===== config.mk =====
export PLATFORM = sky130hd
export DESIGN_NAME = dual_tone_phase_accumulator_oscillator_unit
export DESIGN_NICKNAME = d
export VERILOG_FILES = /design/src/hdl/dtpa_pkg.sv /design/src/hdl/dual_tone_phase_accumulator_oscillator_unit.sv /design/src/hdl/dtpa_ram.sv /design/src/hdl/dtpa_sine.sv
export SDC_FILE = /design/constraint.sdc
export NUM_CORES = 2
export LEC_CHECK = 0
export ABC_CLOCK_PERIOD_IN_PS = 15500
export CAP_MARGIN = 15
export CORE_AREA = 4 4 492 494
export DETAILED_ROUTE_END_ITERATION = 8
export DIE_AREA = 0 0 496 498
export DONT_BUFFER_PORTS = 1
export PLACE_DENSITY = 0.57
export SYNTH_ARGS = -nofsm -noshare
export SYNTH_HDL_FRONTEND = slang
export SYNTH_SLANG_ARGS = --single-unit

===== constraint.sdc =====
create_clock -name clk -period 15.5 [get_ports clk]
set_clock_uncertainty 0.1 [all_clocks]
set_input_delay 0 -clock clk [delete_from_list [all_inputs] [get_ports clk]]
set_output_delay 0 -clock clk [all_outputs]
set_load 0.02 [all_outputs]

===== src/hdl/dtpa_pkg.sv =====
package dtpa_pkg;

  localparam int PHASE_BITS_DEF      = 32;
  localparam int TABLE_ADDR_BITS_DEF = 10;
  localparam int SAMPLE_BITS_DEF     = 16;

  localparam int TUNE_W     = 32;
  localparam int AMP_W      = 14;
  localparam int CFG_DATA_W = 32;
  localparam int CFG_ADDR_W = 2;

  localparam logic [AMP_W-1:0] AMP_RESET = AMP_W'(9830);

  // quarter-wave polynomial coefficients, Q16
  localparam logic [17:0] POLY_A = 18'd205887;
  localparam logic [16:0] POLY_B = 17'd84095;
  localparam logic [13:0] POLY_C = 14'd9279;

  // sine unit pipeline depth and output queue depth
  localparam int SINE_LAT   = 6;
  localparam int FIFO_DEPTH = 16;

  typedef enum logic [CFG_ADDR_W-1:0] {
    CFG_TUNE_ONE = 2'd0,
    CFG_TUNE_TWO = 2'd1,
    CFG_AMP      = 2'd2
  } cfg_idx_t;

  typedef struct packed {
    logic vld;
    logic en;
    logic last;
  } tag_t;

endpackage


===== src/hdl/dual_tone_phase_accumulator_oscillator_unit.sv =====
// An accepted input word passes through the sine pipelines and the output queue to out_tdata.
// Throughput: one word per clock while in_tready is high, set by the phase RAM read-modify-write with bypass.
// A 16-entry output queue with credits lets input run while output is stalled.
// Reset (rst_n low, synchronous): phases read as zero, tuning words zero, amplitude 9830,
// pipeline and output queue empty. No clearing pass is needed.
module dual_tone_phase_accumulator_oscillator_unit import dtpa_pkg::*; #(
  parameter int PHASE_BITS      = PHASE_BITS_DEF,
  parameter int TABLE_ADDR_BITS = TABLE_ADDR_BITS_DEF,
  parameter int SAMPLE_BITS     = SAMPLE_BITS_DEF
) (
  input  logic                                 clk,
  input  logic                                 rst_n,
  input  logic                                 in_tvalid,
  output logic                                 in_tready,
  input  logic [7:0]                           in_tdata,  // [0] tone_enable
  input  logic                                 in_tlast,  // block_end
  output logic                                 out_tvalid,
  input  logic                                 out_tready,
  output logic [((SAMPLE_BITS+7)/8)*8-1:0]     out_tdata, // audio_sample, zero padded
  output logic                                 out_tlast, // block_end_out
  input  logic                                 cfg_valid,
  output logic                                 cfg_ready,
  input  logic [CFG_ADDR_W-1:0]                cfg_addr,
  input  logic [CFG_DATA_W-1:0]                cfg_data
);

  localparam int OUT_W = ((SAMPLE_BITS + 7) / 8) * 8;
  localparam int FAW   = $clog2(FIFO_DEPTH);
  localparam int CW    = $clog2(FIFO_DEPTH + 1);
  localparam logic [SAMPLE_BITS-1:0] S_MAX = {1'b0, {(SAMPLE_BITS-1){1'b1}}};
  localparam logic [SAMPLE_BITS-1:0] S_MIN = {1'b1, {(SAMPLE_BITS-1){1'b0}}};

  typedef struct packed {
    logic                   last;
    logic [SAMPLE_BITS-1:0] sample;
  } fifo_word_t;

  // configuration
  logic [TUNE_W-1:0] tw1_r, tw2_r;
  logic [AMP_W-1:0]  amp_r;

  // phase store with bypass
  logic                    in_acc, out_acc;
  logic [2*PHASE_BITS-1:0] ram_rdata, ph_wdata;
  logic [2*PHASE_BITS-1:0] byp_data_r;
  logic                    byp_vld_r, mem_vld_r;
  logic [2*PHASE_BITS-1:0] ph_cur;
  logic [PHASE_BITS-1:0]   ph1, ph2;

  logic signed [SAMPLE_BITS-1:0] tone1, tone2;
  tag_t tag_r [SINE_LAT];

  logic signed [SAMPLE_BITS:0] sum;
  logic [SAMPLE_BITS-1:0]      sat, res;

  fifo_word_t        fifo_r [FIFO_DEPTH];
  logic [FAW-1:0]    wr_ptr_r, rd_ptr_r;
  logic [CW-1:0]     fill_r, fill_nxt, cred_r, cred_nxt;
  logic              fifo_we;

  assign cfg_ready = 1'b1;

  always_ff @(posedge clk) begin
    if (!rst_n) begin
      tw1_r <= '0;
      tw2_r <= '0;
      amp_r <= AMP_RESET;
    end else if (cfg_valid) begin
      case (cfg_idx_t'(cfg_addr))
        CFG_TUNE_ONE: tw1_r <= cfg_data[TUNE_W-1:0];
        CFG_TUNE_TWO: tw2_r <= cfg_data[TUNE_W-1:0];
        CFG_AMP:      amp_r <= cfg_data[AMP_W-1:0];
        default:      ;
      endcase
    end
  end

  assign in_tready = (cred_r != CW'(FIFO_DEPTH));
  assign in_acc    = in_tvalid && in_tready;
  assign out_acc   = out_tvalid && out_tready;

  // the word written last cycle is not yet in the RAM read data
  assign ph_cur = byp_vld_r ? byp_data_r : (mem_vld_r ? ram_rdata : '0);
  assign ph1    = ph_cur[PHASE_BITS-1:0];
  assign ph2    = ph_cur[2*PHASE_BITS-1:PHASE_BITS];
  assign ph_wdata = in_tdata[0] ? {ph2 + PHASE_BITS'(tw2_r), ph1 + PHASE_BITS'(tw1_r)} : '0;

  dtpa_ram #(
    .WIDTH(2*PHASE_BITS),
    .DEPTH(1)
  ) u_phase_ram (
    .clk  (clk),
    .we   (in_acc),
    .waddr(1'b0),
    .wdata(ph_wdata),
    .raddr(1'b0),
    .rdata(ram_rdata)
  );

  always_ff @(posedge clk) begin
    if (!rst_n) begin
      byp_vld_r <= 1'b0;
      mem_vld_r <= 1'b0;
    end else begin
      byp_vld_r <= in_acc;
      if (in_acc) begin
        mem_vld_r <= 1'b1;
      end
    end
  end

  always_ff @(posedge clk) begin
    if (in_acc) begin
      byp_data_r <= ph_wdata;
    end
  end

  dtpa_sine #(
    .PHASE_BITS(PHASE_BITS), .TABLE_ADDR_BITS(TABLE_ADDR_BITS), .SAMPLE_BITS(SAMPLE_BITS)
  ) u_sine_one (
    .clk(clk), .phase_i(ph1), .amp_i(amp_r), .tone_o(tone1)
  );

  dtpa_sine #(
    .PHASE_BITS(PHASE_BITS), .TABLE_ADDR_BITS(TABLE_ADDR_BITS), .SAMPLE_BITS(SAMPLE_BITS)
  ) u_sine_two (
    .clk(clk), .phase_i(ph2), .amp_i(amp_r), .tone_o(tone2)
  );

  always_ff @(posedge clk) begin
    if (!rst_n) begin
      for (int i = 0; i < SINE_LAT; i++) begin
        tag_r[i] <= '0;
      end
    end else begin
      tag_r[0] <= '{vld: in_acc, en: in_tdata[0], last: in_tlast};
      for (int i = 1; i < SINE_LAT; i++) begin
        tag_r[i] <= tag_r[i-1];
      end
    end
  end

  // sum and clamp
  assign sum = {tone1[SAMPLE_BITS-1], tone1} + {tone2[SAMPLE_BITS-1], tone2};
  assign sat = (sum[SAMPLE_BITS] != sum[SAMPLE_BITS-1])
             ? (sum[SAMPLE_BITS] ? S_MIN : S_MAX) : sum[SAMPLE_BITS-1:0];
  assign res = tag_r[SINE_LAT-1].en ? sat : '0;
  assign fifo_we = tag_r[SINE_LAT-1].vld;

  always_ff @(posedge clk) begin
    if (fifo_we) begin
      fifo_r[wr_ptr_r] <= '{last: tag_r[SINE_LAT-1].last, sample: res};
    end
  end

  always_comb begin
    fill_nxt = fill_r;
    cred_nxt = cred_r;
    if (fifo_we) begin
      fill_nxt = fill_nxt + 1'b1;
    end
    if (out_acc) begin
      fill_nxt = fill_nxt - 1'b1;
      cred_nxt = cred_nxt - 1'b1;
    end
    if (in_acc) begin
      cred_nxt = cred_nxt + 1'b1;
    end
  end

  always_ff @(posedge clk) begin
    if (!rst_n) begin
      wr_ptr_r <= '0;
      rd_ptr_r <= '0;
      fill_r   <= '0;
      cred_r   <= '0;
    end else begin
      if (fifo_we) begin
        wr_ptr_r <= wr_ptr_r + 1'b1;
      end
      if (out_acc) begin
        rd_ptr_r <= rd_ptr_r + 1'b1;
      end
      fill_r <= fill_nxt;
      cred_r <= cred_nxt;
    end
  end

  assign out_tvalid = (fill_r != '0);
  assign out_tdata  = OUT_W'(fifo_r[rd_ptr_r].sample);
  assign out_tlast  = fifo_r[rd_ptr_r].last;

endmodule


===== src/hdl/dtpa_ram.sv =====
module dtpa_ram #(
  parameter int WIDTH = 32,
  parameter int DEPTH = 2,
  parameter int AW    = (DEPTH > 1) ? $clog2(DEPTH) : 1
) (
  input  logic             clk,
  input  logic             we,
  input  logic [AW-1:0]    waddr,
  input  logic [WIDTH-1:0] wdata,
  input  logic [AW-1:0]    raddr,
  output logic [WIDTH-1:0] rdata
);

  logic [WIDTH-1:0] mem [DEPTH];

  always_ff @(posedge clk) begin
    if (we) begin
      mem[waddr] <= wdata;
    end
    rdata <= mem[raddr];
  end

endmodule


===== src/hdl/dtpa_sine.sv =====
module dtpa_sine import dtpa_pkg::*; #(
  parameter int PHASE_BITS      = PHASE_BITS_DEF,
  parameter int TABLE_ADDR_BITS = TABLE_ADDR_BITS_DEF,
  parameter int SAMPLE_BITS     = SAMPLE_BITS_DEF
) (
  input  logic                          clk,
  input  logic [PHASE_BITS-1:0]         phase_i,
  input  logic [AMP_W-1:0]              amp_i,
  output logic signed [SAMPLE_BITS-1:0] tone_o
);

  localparam int RW  = TABLE_ADDR_BITS - 2;
  localparam int ZSH = 16 - RW;
  localparam int SHL = (SAMPLE_BITS >= 17) ? SAMPLE_BITS - 17 : 0;
  localparam int SHR = (SAMPLE_BITS < 17) ? 17 - SAMPLE_BITS : 0;
  localparam int YW  = 18 + SHL;
  localparam int MW  = SAMPLE_BITS - 1;
  localparam int PW  = MW + AMP_W;
  localparam logic [MW-1:0] MAG_MAX = {MW{1'b1}};

  logic [1:0]    quad;
  logic [RW-1:0] frac;
  logic [16:0]   z_raw, z_nxt;

  logic [16:0] z1_r, z2_r, z3_r, z4_r;
  logic [1:0]  q1_r, q2_r, q3_r, q4_r;
  logic        neg_r;

  logic [33:0] zz;
  logic [16:0] zsq_r, zsq3_r;
  logic [30:0] cz;
  logic [16:0] inner_nxt, inner_r;
  logic [33:0] zi;
  logic [17:0] outer_nxt, outer_r;
  logic [34:0] zo;
  logic [17:0] y;
  logic [YW-1:0] ys;
  logic [MW-1:0] mag_nxt, mag_r;
  logic [PW-1:0] prod;
  logic [MW-1:0] scaled;
  logic signed [SAMPLE_BITS-1:0] tone_nxt;

  // quadrant and position within it; odd quadrants run backwards
  assign quad  = phase_i[PHASE_BITS-1 -: 2];
  assign frac  = phase_i[PHASE_BITS-3 -: RW];
  assign z_raw = 17'(frac) << ZSH;
  assign z_nxt = quad[0] ? (17'h10000 - z_raw) : z_raw;

  assign zz        = 34'(z1_r) * 34'(z1_r);
  assign cz        = 31'(zsq_r) * 31'(POLY_C);
  assign inner_nxt = POLY_B - 17'(cz[30:16]);
  assign zi        = 34'(zsq3_r) * 34'(inner_r);
  assign outer_nxt = POLY_A - zi[33:16];
  assign zo        = 35'(z4_r) * 35'(outer_r);
  assign y         = zo[34:17];
  assign ys        = (YW'(y) << SHL) >> SHR;
  assign mag_nxt   = (ys > YW'(MAG_MAX)) ? MAG_MAX : MW'(ys);

  assign prod     = PW'(mag_r) * PW'(amp_i);
  assign scaled   = MW'(prod >> 15);
  assign tone_nxt = neg_r ? -$signed(SAMPLE_BITS'(scaled)) : $signed(SAMPLE_BITS'(scaled));

  always_ff @(posedge clk) begin
    z1_r    <= z_nxt;
    q1_r    <= quad;
    zsq_r   <= zz[32:16];
    z2_r    <= z1_r;
    q2_r    <= q1_r;
    inner_r <= inner_nxt;
    zsq3_r  <= zsq_r;
    z3_r    <= z2_r;
    q3_r    <= q2_r;
    outer_r <= outer_nxt;
    z4_r    <= z3_r;
    q4_r    <= q3_r;
    mag_r   <= mag_nxt;
    neg_r   <= q4_r[1];
    tone_o  <= tone_nxt;
  end

endmodule


==> flow_summary.yaml <==
global_route:
  grt_pass1_vias: 58800
  grt_overflow: 0
  grt_usage: 0.157
  grt_first_pass_wirelength_mm: 314
  grt_max_degree: 117
  antenna_found_initial: 11
die:
  die_area_um2: 247000
  core_um2: 237000
  fp.dieW_um: 496
  io_pins: 68
  start_util: 0.349
  die_h_um: 498
  rows: 179
logic_synthesis:
  yosys_warnings: 0
  synthesis.area_um2: 82800
  synth_edf_count: 336
  yosys-top-cells-area: "fa_1 28%, ha_1 15%, edfxtp_1 12%"
  synth_top_area_share: 0.284
  avgSynthCellArea_um2: 10.2
  ys_types: 108
  synthCells: 8145
  synth_ff_type: "dfxtp_1"
  synth.most_common_cell: "inv_1"
  async_flop_share: 0
  synth_seq_area_share: 0.232
  ys_ff_latch: 793
  synth_top_cells_by_count: "1522 x inv_1, 1175 x fa_1, 1003 x nand2_1"
  yosys.area.top_type: "fa_1"
finish:
  nNetsFinal: 10400
  syn2layout_area_growth_pct: 9.22
  final_cells: 11400
  final_layout_size_suffix_gt1_frac: 0.0449
  fill_cells: 23500
  multiInputGateArea_um2: 56900
  seqCellArea_um2: 19200
routing:
  ant_nets: 0
  met2_length_mm: 91.9
  wirelength_mm: 191
  vias: 54800
  post_drt_wl_per_cell_um: 16.7
  met1_length_mm: 85.3
  met3WireLength_mm: 7.58
  dr.pass1.iters: 5
  viasPerCell: 4.81
  top_layer: "met4"
  drt_iter0_markers: 2629
  post-route-drc-count: 0
place:
  dp_cells: 11100
  dpl.hpwl_mm: 143
  place.gp.congestion: 0.821
  port_buffers: 0
worst_hold_path:
  hold_path.startpoint: "cfg_data[16]"
  hp-class: "input pin to flop"
cts:
  cts_buffers: 90
  clockBufferDepth: 3
  root_buffer: "clkbuf_16"
  post_cts_buffers: 0
  cts_tree: "done"
  clk_transition_reported_paths_ns: 0.06
  cts.sinks: 793
  cts-resized-gates: 0
  htree_levels: 3
  insertion_delay_ns: 0.73
critical_path:
  worstSetupPathType: "flop to flop"
  critPathLaunchType: "flop"
  required_ns: 16.04
  critPathMaxFanout: 16
  max_stage_delay_ns: 0.91
  cp-end-kind: "flop"
  cpMostUsedCell: "fa_1"
  cp_slowest_cell: "dfxtp_1"
  regToRegStartpoint: "u_sine_one.inner_r[9]"
  crit_path_start: "u_sine_one.inner_r[9]"
  crit_arrival_ns: 8.66
timing:
  setup_viol: 0
  drv_slew: 0
  fmax_ghz: 0.123
  fin_hold_ws_ns: 0.0517
  rsz0062_at_grt: "no"
  min_period_over_period: 0.524
  finalHoldViolations: 0
  tightest_slew_ns: 1.08
  relSlewSlack: 0.279
  tns_ns: 0
  layout_min_cycle_time_ns: 8.13
flow_run:
  max_cap_viol_count: 0
status:
  status: "complete, no violations"
[layout make-up]
class	count	share of cell area
antenna	1	0.0000277
multi-input combinational	5573	0.629
tap	3167	0.0438
inverter	1523	0.0632
clock inverter	53	0.00770
clock buffer	115	0.0266
timing repair buffer	169	0.0169
sequential	793	0.213
[layer usage]
metal  vias to the layer above  track usage
li1                      25800            -
met1                     27800        0.210
met2                      1035        0.267
met3                       256       0.0185
met4                         0       0.0464
met5                         -            0
[what timing repair did]
action / in CTS / in global routing
endpoints found under the hold margin: 194 / 0
setup endpoints to repair: 0 / 0
hold buffers: 99 / 0
[final timing paths]
kind,endpoint,slack [ns],depth (start not counted)
setup / recovery,u_sine_one.outer_r[16],7.37,26
setup reg to reg,u_sine_one.outer_r[16],7.37,26
hold / removal,tw1_r[16],0.05,3
hold reg to reg,u_sine_two.z3_r[13],0.22,0
[critical path: cells and delay by family (launching register included)]
kind                     cells  cell delay [ns]
adder cells (fa/ha/maj)      8             3.56
AO/OA/AOI/OAI                7             2.06
flip-flops                   1             0.91
AND/OR/NAND/NOR              4             0.60
XOR/XNOR                     2             0.31
multiplexers                 1             0.27
buffers and inverters        4             0.22
[cell families after synthesis]
logic type | Yosys count | synth area share
and+or+nand+nor | 2189 | 0.130
adders and majority gates | 2159 | 0.433
buffers and inverters | 1802 | 0.0819
AOI/OAI and AO/OA | 806 | 0.0669
DFF | 793 | 0.232
xor gates and xnor gates | 295 | 0.0312
muxes | 99 | 0.0249
other | 2 | 0.0000907
[cells in the final DEF, fill, tap and decap left out, drive strengths merged, types with 42 or more instances in the layout]
cell         synthesis  final
a21boi              84     84
a21o                96     96
a21oi              193    193
a22o                52     52
and2               720    720
buf                 29     71
clkbuf             250    115
dfxtp              457    457
dlygate4sd3          0     98
edfxtp             336    336
fa                1175   1175
ha                 984    984
inv               1523   1534
mux4                85     85
nand2             1004   1004
nor2               172    172
nor2b               42     42
nor3                55     55
o21ai              120    120
xnor2              177    177
xor2               118    118
[state kept, by name, summed over array words and instances, names as in the netlist, 14 cells and up, named ones only]
name                flops
tw2_r                  32
tw1_r                  32
u_sine_one.inner_r     17
u_sine_one.mag_r       15
u_sine_two.zsq_r       16
fifo_r                272
amp_r                  14
u_sine_one.outer_r     18
u_sine_two.inner_r     17
u_sine_one.zsq3_r      16
u_sine_two.mag_r       15
u_sine_two.tone_o      16
u_phase_ram.rdata      64
u_sine_one.zsq_r       16
tag_r                  17
u_sine_one.tone_o      16
u_phase_ram.mem        64
u_sine_two.outer_r     18
u_sine_two.zsq3_r      16
[metrics by stage]
stage | cell area (um2) | setup slack (ns) | utilization
final | 90500 | 7.37 | 0.381
after global placement | 86400 | 7.54 | 0.364
after CTS | 90500 | 7.38 | 0.381
after detailed placement | 86400 | 7.44 | 0.364
after floorplan | 82900 | 8.55 | -
after global routing | 90500 | 6.86 | 0.381
Power is left out: the tool's default activity adds up to more than one toggle a clock period on the data nets, which glitch-free logic cannot reach.
